$ cat config.mk
export PLATFORM = sky130hd
export DESIGN_NAME = numbered_up_down_timer_bank_unit
export DESIGN_NICKNAME = d
export VERILOG_FILES = /design/src/sv/nudtb_pkg.sv /design/src/sv/numbered_up_down_timer_bank_unit.sv /design/src/sv/nudtb_ram.sv /design/src/sv/nudtb_ctrl.sv /design/src/sv/nudtb_dp.sv
export SDC_FILE = /design/constraint.sdc
export NUM_CORES = 2
export LEC_CHECK = 0
export CAP_MARGIN = 20
export CORE_MARGIN = 3
export CORE_UTILIZATION = 62
export CTS_CLUSTER_DIAMETER = 60
export CTS_CLUSTER_SIZE = 20
export DETAILED_ROUTE_END_ITERATION = 16
export DONT_BUFFER_PORTS = 1
export PLACE_DENSITY = 0.87
export SLEW_MARGIN = 20
export SYNTH_ARGS = -nofsm -noshare
export SYNTH_HDL_FRONTEND = slang
export SYNTH_SLANG_ARGS = --single-unit
$ cat constraint.sdc
create_clock -name clk_i -period 17.1 [get_ports clk_i]
set_clock_uncertainty 0.15 [all_clocks]
set_input_delay 0 -clock clk_i [delete_from_list [all_inputs] [get_ports clk_i]]
set_output_delay 0 -clock clk_i [all_outputs]
set_load 0.02 [all_outputs]
$ cat src/sv/nudtb_pkg.sv
// nudtb_pkg: shared types, codes and the per-slot count update of the timer bank
// no dependencies
`default_nettype none

package nudtb_pkg;

  localparam int unsigned PADDR_W = 3;
  localparam logic [30:0] COUNT_MAX = 31'h7FFF_FFFF;
  localparam logic [15:0] TPS_RESET = 16'd24;
  localparam logic signed [31:0] VALUE_NONE = -32'sd1;
  localparam logic REG_TPS = 1'b0;

  typedef enum logic [1:0] {
    CMD_TICK  = 2'd0,
    CMD_START = 2'd1,
    CMD_READ  = 2'd2,
    CMD_CLEAR = 2'd3
  } cmd_e;

  typedef enum logic [1:0] {
    ST_OK        = 2'd0,
    ST_NOT_FOUND = 2'd1,
    ST_NO_FREE   = 2'd2,
    ST_ZERO_ID   = 2'd3
  } status_e;

  typedef struct packed {
    logic [15:0] number;
    logic [30:0] tick;
    logic [30:0] sec;
    logic        up;
    logic        frame;
  } entry_t;

  typedef struct packed {
    logic [30:0] tick;
    logic [30:0] sec;
  } count_t;

  typedef struct packed {
    logic load;
    logic scan;
    logic finish;
  } dp_cmd_t;

  typedef struct packed {
    logic scan_done;
  } dp_sts_t;

  function automatic count_t advance(count_t c, logic up, logic frame, logic [15:0] tps);
    count_t      r;
    logic [30:0] t_inc;
    logic [30:0] s_inc;
    r     = c;
    t_inc = (c.tick == COUNT_MAX) ? COUNT_MAX : c.tick + 31'd1;
    s_inc = (c.sec == COUNT_MAX) ? COUNT_MAX : c.sec + 31'd1;
    if (frame) begin
      if (up) begin
        r.tick = t_inc;
      end else if (c.tick != 31'd0) begin
        r.tick = c.tick - 31'd1;
      end
    end else if (up) begin
      if (t_inc >= {15'd0, tps}) begin
        r.tick = 31'd0;
        r.sec  = s_inc;
      end else begin
        r.tick = t_inc;
      end
    end else if (c.tick == 31'd0) begin
      r.tick = {15'd0, tps};
      if (c.sec != 31'd0) begin
        r.sec = c.sec - 31'd1;
      end
    end else begin
      r.tick = c.tick - 31'd1;
    end
    return r;
  endfunction

endpackage

`default_nettype wire

$ cat src/sv/numbered_up_down_timer_bank_unit.sv
// numbered_up_down_timer_bank_unit: top level of the numbered timer bank
// depends on nudtb_pkg, nudtb_ctrl, nudtb_dp and nudtb_ram
`default_nettype none

// A bank of NUM_SLOTS timers looked up by a nonzero 16-bit number. An item is
// taken when start_i is high and busy_o low; its one result appears on value_o
// and status_o with done_o high for a single cycle, and cannot be held off.
// Tick, start and read walk every slot through the single read port of the slot
// ram before busy_o falls with the result; clear, and start or read with a zero id,
// skip the walk.
// ticks_per_second sits at byte address 0 of the apb port and resets to 24.
module numbered_up_down_timer_bank_unit
  import nudtb_pkg::*;
#(
  parameter int unsigned NUM_SLOTS = 16
) (
  input  wire logic               clk_i,
  input  wire logic               rst_ni,
  input  wire logic               start_i,
  output logic                    busy_o,
  input  wire logic [1:0]         command_i,
  input  wire logic [15:0]        timer_id_i,
  input  wire logic [30:0]        start_value_i,
  input  wire logic               count_up_i,
  input  wire logic               frame_mode_i,
  output logic                    done_o,
  output logic signed [31:0]      value_o,
  output logic [1:0]              status_o,
  input  wire logic               psel,
  input  wire logic               penable,
  input  wire logic               pwrite,
  input  wire logic [PADDR_W-1:0] paddr,
  input  wire logic [31:0]        pwdata,
  output logic [31:0]             prdata,
  output logic                    pready
);

  logic [15:0] tps_q;
  dp_cmd_t     dp_cmd;
  dp_sts_t     dp_sts;
  logic        reg_hit;

  assign pready  = 1'b1;
  assign reg_hit = (paddr[2] == REG_TPS);
  assign prdata  = reg_hit ? {16'd0, tps_q} : 32'd0;

  always_ff @(posedge clk_i or negedge rst_ni) begin
    if (!rst_ni) begin
      tps_q <= TPS_RESET;
    end else if (psel && penable && pwrite && pready && reg_hit) begin
      tps_q <= pwdata[15:0];
    end
  end

  nudtb_ctrl u_ctrl (
    .clk_i      (clk_i),
    .rst_ni     (rst_ni),
    .start_i    (start_i),
    .command_i  (command_i),
    .timer_id_i (timer_id_i),
    .sts_i      (dp_sts),
    .cmd_o      (dp_cmd),
    .busy_o     (busy_o)
  );

  nudtb_dp #(
    .NUM_SLOTS (NUM_SLOTS)
  ) u_dp (
    .clk_i         (clk_i),
    .rst_ni        (rst_ni),
    .cmd_i         (dp_cmd),
    .sts_o         (dp_sts),
    .command_i     (command_i),
    .timer_id_i    (timer_id_i),
    .start_value_i (start_value_i),
    .count_up_i    (count_up_i),
    .frame_mode_i  (frame_mode_i),
    .tps_i         (tps_q),
    .done_o        (done_o),
    .value_o       (value_o),
    .status_o      (status_o)
  );

endmodule

`default_nettype wire

$ cat src/sv/nudtb_ram.sv
// nudtb_ram: generic single-write, single-read ram with registered read data
// no dependencies
`default_nettype none

module nudtb_ram #(
  parameter int unsigned WIDTH = 80,
  parameter int unsigned DEPTH = 16,
  localparam int unsigned AW = (DEPTH > 1) ? $clog2(DEPTH) : 1
) (
  input  wire logic             clk_i,
  input  wire logic             we_i,
  input  wire logic [AW-1:0]    waddr_i,
  input  wire logic [WIDTH-1:0] wdata_i,
  input  wire logic             re_i,
  input  wire logic [AW-1:0]    raddr_i,
  output logic      [WIDTH-1:0] rdata_o
);

  logic [WIDTH-1:0] mem_q [DEPTH];

  always_ff @(posedge clk_i) begin
    if (we_i) begin
      mem_q[waddr_i] <= wdata_i;
    end
    if (re_i) begin
      rdata_o <= mem_q[raddr_i];
    end
  end

endmodule

`default_nettype wire

$ cat src/sv/nudtb_ctrl.sv
// nudtb_ctrl: command sequencer of the timer bank
// depends on nudtb_pkg
`default_nettype none

module nudtb_ctrl
  import nudtb_pkg::*;
(
  input  wire logic       clk_i,
  input  wire logic       rst_ni,
  input  wire logic       start_i,
  input  wire logic [1:0] command_i,
  input  wire logic [15:0] timer_id_i,
  input  wire dp_sts_t    sts_i,
  output dp_cmd_t         cmd_o,
  output logic            busy_o
);

  typedef enum logic [2:0] {
    S_IDLE   = 3'b001,
    S_SCAN   = 3'b010,
    S_FINISH = 3'b100
  } state_e;

  state_e state_q, state_d;
  cmd_e   cmd_in;
  logic   skip;

  assign cmd_in = cmd_e'(command_i);
  assign skip   = (cmd_in == CMD_CLEAR) || ((cmd_in != CMD_TICK) && (timer_id_i == 16'd0));

  always_comb begin
    state_d = state_q;
    cmd_o   = '0;
    case (state_q)
      S_IDLE: begin
        if (start_i) begin
          cmd_o.load = 1'b1;
          state_d    = skip ? S_FINISH : S_SCAN;
        end
      end
      S_SCAN: begin
        cmd_o.scan = 1'b1;
        if (sts_i.scan_done) begin
          state_d = S_FINISH;
        end
      end
      S_FINISH: begin
        cmd_o.finish = 1'b1;
        state_d      = S_IDLE;
      end
      default: begin
        state_d = S_IDLE;
      end
    endcase
  end

  always_ff @(posedge clk_i or negedge rst_ni) begin
    if (!rst_ni) begin
      state_q <= S_IDLE;
    end else begin
      state_q <= state_d;
    end
  end

  assign busy_o = (state_q != S_IDLE);

  a_finish_then_idle: assert property (@(posedge clk_i) disable iff (!rst_ni)
    (state_q == S_FINISH) |=> (state_q == S_IDLE))
    else $error("finish not followed by idle");

  a_busy_from_start: assert property (@(posedge clk_i) disable iff (!rst_ni)
    $rose(busy_o) |-> $past(start_i))
    else $error("busy without an accepted item");

  a_scan_needs_load: assert property (@(posedge clk_i) disable iff (!rst_ni)
    (cmd_o.load && !skip) |=> (state_q == S_SCAN))
    else $error("walk not entered after load");

endmodule

`default_nettype wire

$ cat src/sv/nudtb_dp.sv
// nudtb_dp: slot walk, count update, slot allocation and result registers
// depends on nudtb_pkg and nudtb_ram
`default_nettype none

module nudtb_dp
  import nudtb_pkg::*;
#(
  parameter int unsigned NUM_SLOTS = 16,
  localparam int unsigned IDX_W = (NUM_SLOTS > 1) ? $clog2(NUM_SLOTS) : 1
) (
  input  wire logic        clk_i,
  input  wire logic        rst_ni,
  input  wire dp_cmd_t     cmd_i,
  output dp_sts_t          sts_o,
  input  wire logic [1:0]  command_i,
  input  wire logic [15:0] timer_id_i,
  input  wire logic [30:0] start_value_i,
  input  wire logic        count_up_i,
  input  wire logic        frame_mode_i,
  input  wire logic [15:0] tps_i,
  output logic             done_o,
  output logic signed [31:0] value_o,
  output logic [1:0]       status_o
);

  localparam logic [IDX_W-1:0] LAST_IDX = IDX_W'(NUM_SLOTS - 1);

  cmd_e             cmd_q;
  logic [15:0]      id_q;
  logic [30:0]      sval_q;
  logic             up_q;
  logic             frame_q;
  logic             iss_q;
  logic [IDX_W-1:0] rd_idx_q;
  logic             pv_q;
  logic [IDX_W-1:0] pl_idx_q;
  logic [NUM_SLOTS-1:0] valid_q;
  logic             found_q;
  logic [IDX_W-1:0] found_idx_q;
  logic [30:0]      found_val_q;
  logic             free_q;
  logic [IDX_W-1:0] free_idx_q;

  entry_t           rd_entry;
  entry_t           wr_entry;
  count_t           adv;
  logic             ram_re;
  logic             ram_we;
  logic [IDX_W-1:0] ram_waddr;
  logic             tick_wb;
  logic             start_wr;
  logic             slot_live;
  logic             hit;
  logic signed [31:0] value_d;
  status_e          status_d;

  nudtb_ram #(
    .WIDTH ($bits(entry_t)),
    .DEPTH (NUM_SLOTS)
  ) u_ram (
    .clk_i   (clk_i),
    .we_i    (ram_we),
    .waddr_i (ram_waddr),
    .wdata_i (wr_entry),
    .re_i    (ram_re),
    .raddr_i (rd_idx_q),
    .rdata_o (rd_entry)
  );

  assign ram_re    = cmd_i.scan && iss_q;
  assign slot_live = valid_q[pl_idx_q];
  assign hit       = pv_q && slot_live && (rd_entry.number == id_q);
  assign adv       = advance('{tick: rd_entry.tick, sec: rd_entry.sec},
                             rd_entry.up, rd_entry.frame, tps_i);
  assign tick_wb   = pv_q && (cmd_q == CMD_TICK) && slot_live;
  assign start_wr  = cmd_i.finish && (cmd_q == CMD_START) && (id_q != 16'd0)
                     && (found_q || free_q);
  assign ram_we    = tick_wb || start_wr;
  assign ram_waddr = tick_wb ? pl_idx_q : (found_q ? found_idx_q : free_idx_q);

  always_comb begin
    if (tick_wb) begin
      wr_entry = '{number: rd_entry.number, tick: adv.tick, sec: adv.sec,
                   up: rd_entry.up, frame: rd_entry.frame};
    end else begin
      wr_entry = '{number: id_q, tick: frame_q ? sval_q : 31'd0,
                   sec: frame_q ? 31'd0 : sval_q, up: up_q, frame: frame_q};
    end
  end

  assign sts_o.scan_done = pv_q && (pl_idx_q == LAST_IDX);

  always_comb begin
    value_d  = '0;
    status_d = ST_OK;
    case (cmd_q)
      CMD_START: begin
        if (id_q == 16'd0) begin
          status_d = ST_ZERO_ID;
        end else if (!found_q && !free_q) begin
          status_d = ST_NO_FREE;
        end
      end
      CMD_READ: begin
        if (id_q == 16'd0) begin
          status_d = ST_ZERO_ID;
        end else if (found_q) begin
          value_d = $signed({1'b0, found_val_q});
        end else begin
          value_d  = VALUE_NONE;
          status_d = ST_NOT_FOUND;
        end
      end
      default: begin
        status_d = ST_OK;
      end
    endcase
  end

  always_ff @(posedge clk_i) begin
    if (cmd_i.load) begin
      cmd_q   <= cmd_e'(command_i);
      id_q    <= timer_id_i;
      sval_q  <= start_value_i;
      up_q    <= count_up_i;
      frame_q <= frame_mode_i;
    end
    if (ram_re) begin
      pl_idx_q <= rd_idx_q;
    end
    if (hit && !found_q) begin
      found_idx_q <= pl_idx_q;
      found_val_q <= rd_entry.frame ? rd_entry.tick : rd_entry.sec;
    end
    if (pv_q && !slot_live && !free_q) begin
      free_idx_q <= pl_idx_q;
    end
    if (cmd_i.finish) begin
      value_o  <= value_d;
      status_o <= status_d;
    end
  end

  always_ff @(posedge clk_i or negedge rst_ni) begin
    if (!rst_ni) begin
      iss_q    <= 1'b0;
      rd_idx_q <= '0;
      pv_q     <= 1'b0;
      valid_q  <= '0;
      found_q  <= 1'b0;
      free_q   <= 1'b0;
      done_o   <= 1'b0;
    end else begin
      done_o <= cmd_i.finish;
      pv_q   <= ram_re;
      if (cmd_i.load) begin
        iss_q    <= 1'b1;
        rd_idx_q <= '0;
        found_q  <= 1'b0;
        free_q   <= 1'b0;
      end else if (ram_re) begin
        if (rd_idx_q == LAST_IDX) begin
          iss_q <= 1'b0;
        end else begin
          rd_idx_q <= rd_idx_q + IDX_W'(1);
        end
      end
      if (hit) begin
        found_q <= 1'b1;
      end
      if (pv_q && !slot_live) begin
        free_q <= 1'b1;
      end
      if (cmd_i.finish && (cmd_q == CMD_CLEAR)) begin
        valid_q <= '0;
      end else if (start_wr) begin
        valid_q[ram_waddr] <= 1'b1;
      end
    end
  end

  a_done_after_finish: assert property (@(posedge clk_i) disable iff (!rst_ni)
    done_o |-> $past(cmd_i.finish))
    else $error("result strobe without finish");

  a_found_is_live: assert property (@(posedge clk_i) disable iff (!rst_ni)
    (cmd_i.finish && (cmd_q == CMD_START) && found_q) |-> valid_q[found_idx_q])
    else $error("matched slot not live");

  a_free_is_free: assert property (@(posedge clk_i) disable iff (!rst_ni)
    (cmd_i.finish && (cmd_q == CMD_START) && free_q) |-> !valid_q[free_idx_q])
    else $error("allocated slot already live");

endmodule

`default_nettype wire

==> summary.md <==
| Metric | Value |
|---|---|
| Run status | `complete, no violations` |
| CTS tree | `yes` |
| Syn Area/Cell | `18.9 sq um` |
| Vias per inst | `7.22` |
| Layout cells sized above 1 | `21.3%` |
| Largest net degree at the start of global routing | `149` |
| Sw frac | `27.2%` |
| Sink Count | `1532` |
| Clk pin slew, worst setup/hold paths | `0.08 ns` |
| Initial DRT Pass Iterations | `7` |
| Main combinational cell family by area after synthesis | `multiplexers` |
| Clock latency on the worst-skew pair | `0.72 ns` |
| Cell area after layout | `69200 sq um` |
| Final core occ | `69.0%` |
| Post-synthesis mux area share | `15.3%` |
| PortBufs | `0` |
| First-iteration detailed-routing DRC count | `5705` |
| Combinational share of power | `18.7%` |
| Worst Setup Start Kind | `flop` |
| Remaining Overflow, GRT | `0` |
| First-pass GRT wire length | `249 mm` |
| Area of placed instances | `64500 sq um` |
| P_int | `0.00634 W` |
| Clk Tree Root Cell | `clkbuf_16` |
| Setup Total Neg Slack | `0 ns` |
| Fillcell total | `5911` |
| Finish-stage setup viols | `0` |
| Adder-Cell Fraction of Synth Area | `0.554%` |
| H-tree depth | `3` |
| Ys async rst share | `2.87%` |
| Vias | `35100` |
| Fmax | `0.131 GHz` |
| Pre-CTS setup slack | `9.73 ns` |
| Critical path data arrival time | `7.81 ns` |
| Post-Layout Cell Count | `4869` |
| Yosys Warn Count | `0` |
| Final period util | `44.5%` |
| Worst VDD drop | `143 uV` |
| CP max stage delay | `0.78 ns` |
| Placed wire-length estimate | `95.5 mm` |
| Storage cell area | `45800 sq um` |
| Post-Synth Simple-Gate Area | `4.67%` |
| CP Capture Type | `flop` |
| Delay-heaviest family, CP | `simple AND/OR/NAND/NOR gates` |
| Slew @ Worst Pin | `1.12 ns` |
| Post-synthesis sequential area ratio | `72.9%` |
| Fin nets | `3566` |
| Post-CTS Setup Bufs | `0` |
| Chip height | `324 microns` |
| Commonest cells after routing, fill and taps aside | `edfxtp_1 (1488), mux4_2 (405), nand2_1 (176)` |
| Worst path cell trace | `ha_1 > nand4_4 > or4_1 > nor2_1 > nand2_1 > o21ai_0 > ha_1 > nand4_1 > nor3_1 > a211oi_1 > o211ai_1 > nor4_2 > buf_4 > nand2_2 > a31oi_2 > a31oi_1 > a221o_1` |
| PD cells | `126 nW/um^2` |
| Overall Global Routing Usage | `33.0%` |
| Crit Path Max Fanout | `26` |
| Post-synthesis compound-gate area fraction | `3.63%` |
| HP Class | `primary input to flop` |
| IO Count | `161` |
| Most common cell after layout, fill and taps aside | `edfxtp_1` |
| CP Buf/Inv Count | `1` |
| Cells after Synth | `3324` |
| Crit-path slowest cell | `or4_1` |
| Die area | `105000 sq um` |
| Total CTS buffers | `101` |
| P_sw | `0.00237 W` |
| Maxcap violations | `0` |
| Post-Syn Area | `62800 sq um` |
| Final ANT Viol Nets | `0` |
| Synth Register Bits | `1532` |
| Count of final hold-check violations | `0` |
| Number of placement rows | `116` |
| Top_reg_cell synth | `edfxtp_1` |
| EDFF count, synth | `1488` |
| RSZ-0062 raised after global routing | `false` |
| Critical Path RT | `17.30 ns` |
| Slew HR | `25.4%` |
| Placed Cells incl. Taps | `4559` |
| Initial Utilization | `62.7%` |
| Cell repeated most along the worst path | `ha_1` |
| Max-slew violations | `0` |
| Routed len/inst | `35.4 microns` |
| Clock Power Share | `28.6%` |
| Die Width | `324 microns` |
| Gpl congestion | `1.03` |
| Synth Area in XOR/XNOR | `1.07%` |
| Layout area overhead | `10.2%` |
| # DRC | `0` |
| Reg power frac | `52.7%` |
| Final min period | `7.61 ns` |
| Final WL | `172 mm` |
| Core area | `100000 sq um` |
| Vias in the first global route | `35000` |
| Critical Setup Path Class | `flop to flop` |
| CTS Buffer Depth | `3` |
| Initial antenna violation count | `0` |
| Leakage Power | `21.6 nW` |
| Post-synth cell types | `88` |
| Worst Slack Setup Final | `9.49 ns` |
| Multi-input gate area | `16100 sq um` |
==> metal layers <==
layer / part of all wire (%) / global-route usage, % / vias up
met2: 48 / 52.5 / 2847
met1: 35 / 44.7 / 18100
met4: 5.1 / 14.3 / 0
met3: 12 / 7.37 / 500
met5: 0 / 0 / -
li1: - / - / 13700
==> cells in the mapped netlist, types with 4 or more instances <==
library cell / instances / area share, %
a211oi_1: 8 / 0.096
a21o_1: 7 / 0.084
a21oi_1: 104 / 0.83
a221o_1: 7 / 0.11
a221oi_1: 12 / 0.17
a22o_1: 14 / 0.20
a22oi_1: 13 / 0.16
a31oi_1: 24 / 0.24
a32o_1: 4 / 0.064
a32oi_1: 7 / 0.098
a41oi_1: 5 / 0.070
and2_1: 12 / 0.12
and3_1: 16 / 0.16
and4_1: 6 / 0.084
buf_1: 32 / 0.19
buf_2: 12 / 0.096
buf_4: 19 / 0.23
clkbuf_1: 160 / 0.96
dfrtp_1: 41 / 1.6
edfxtp_1: 1488 / 71
ha_1: 27 / 0.54
inv_1: 68 / 0.41
mux2_2: 37 / 0.66
mux2i_1: 6 / 0.096
mux4_2: 405 / 15
nand2_1: 177 / 1.1
nand2b_1: 6 / 0.060
nand3_1: 47 / 0.37
nand4_1: 32 / 0.32
nor2_1: 138 / 0.82
nor2b_1: 9 / 0.090
nor3_1: 42 / 0.33
nor3b_1: 7 / 0.084
nor4_1: 33 / 0.33
o211ai_1: 7 / 0.084
o21a_1: 4 / 0.048
o21ai_0: 81 / 0.65
o31ai_1: 7 / 0.084
o41ai_1: 5 / 0.070
or2_2: 4 / 0.040
or3_1: 22 / 0.22
or4_1: 16 / 0.19
xnor2_1: 43 / 0.60
xor2_1: 34 / 0.47
==> timing repair <==
action                    4_1_cts  5_1_grt
hold endpoints to repair      132        0
resized for setup               0        0
hold buffers                  140        0
==> final timing paths <==
check                      slack, ns                        startpoint                           endpoint  depth (start not counted)
max reg2reg                     9.49  u_dp.u_ram.rdata_o[34]$_DFFE_PP_  u_dp.u_ram.mem_q[0][30]$_DFFE_PP_                         17
min                             0.05                           start_i             u_dp.iss_q$_DFFE_PN0P_                          3
max in group asynchronous      16.18                            rst_ni               tps_q[4]$_DFFE_PN1P_                          4
max                             9.49  u_dp.u_ram.rdata_o[34]$_DFFE_PP_  u_dp.u_ram.mem_q[0][30]$_DFFE_PP_                         17
min reg2reg                     0.35       u_dp.valid_q[4]$_DFFE_PN0P_        u_dp.valid_q[4]$_DFFE_PN0P_                          2
min in group asynchronous       0.34                            rst_ni       u_dp.valid_q[15]$_DFFE_PN0P_                          4
==> per-stage QoR <==
step | total power [W] | hold slack [ns]
floorplan | 0.00573 | -0.446
global placement | 0.00615 | -0.444
detailed placement | 0.00621 | -0.444
CTS | 0.00870 | 0.0231
global route | 0.00897 | 0.0612
finish | 0.00872 | 0.0462
==> worst register-to-register path: stages (launching register included) <==
cell	delay, ns
edfxtp_1	0.51
ha_1	0.35
nand4_4	0.19
or4_1	0.78
nor2_1	0.38
nand2_1	0.77
o21ai_0	0.50
ha_1	0.35
nand4_1	0.15
nor3_1	0.08
a211oi_1	0.48
o211ai_1	0.19
nor4_2	0.29
buf_4	0.22
nand2_2	0.28
a31oi_2	0.77
a31oi_1	0.27
a221o_1	0.56
==> layout make-up <==
cell class | instances | share of cell area (%)
antenna | 1 | 0.00361
clock buffer | 113 | 3.77
clock inverter | 54 | 0.891
inverter | 69 | 0.376
multi-input combinational | 1512 | 23.2
sequential | 1532 | 66.1
tap | 1357 | 2.45
timing repair buffer | 231 | 3.11
==> kinds of logic (layout without fill, tap and decap cells) <==
family	count (synthesis)	in the layout
AO/OA/AOI/OAI	351	351
adder cells (fa/ha/maj)	28	28
other	2	18
multiplexers	448	448
buffers and inverters	295	467
XOR/XNOR	77	77
AND/OR/NAND/NOR	591	591
flip-flops	1532	1532
==> flip-flops by register name, indices dropped and copies added, names as in the netlist, 16 cells and up <==
signal              cells
u_dp.value_o           32
u_dp.u_ram.mem_q     1280
u_dp.sval_q            31
u_dp.valid_q           16
u_dp.u_ram.rdata_o     80
u_dp.found_val_q       31
tps_q                  16
u_dp.id_q              16
==> power groups by stage <==
| stage | logic [W] | clock network [W] | registers, W |
|---|---|---|---|
| 2_1_floorplan | 0.00121 | 0 | 0.00452 |
| 3_3_place_gp | 0.00148 | 0 | 0.00466 |
| 3_5_place_dp | 0.00155 | 0 | 0.00466 |
| 4_1_cts | 0.00161 | 0.00251 | 0.00458 |
| 5_1_grt | 0.00173 | 0.00264 | 0.00460 |
| 6_report | 0.00163 | 0.00249 | 0.00459 |
(Power assumes the default switching activity.)
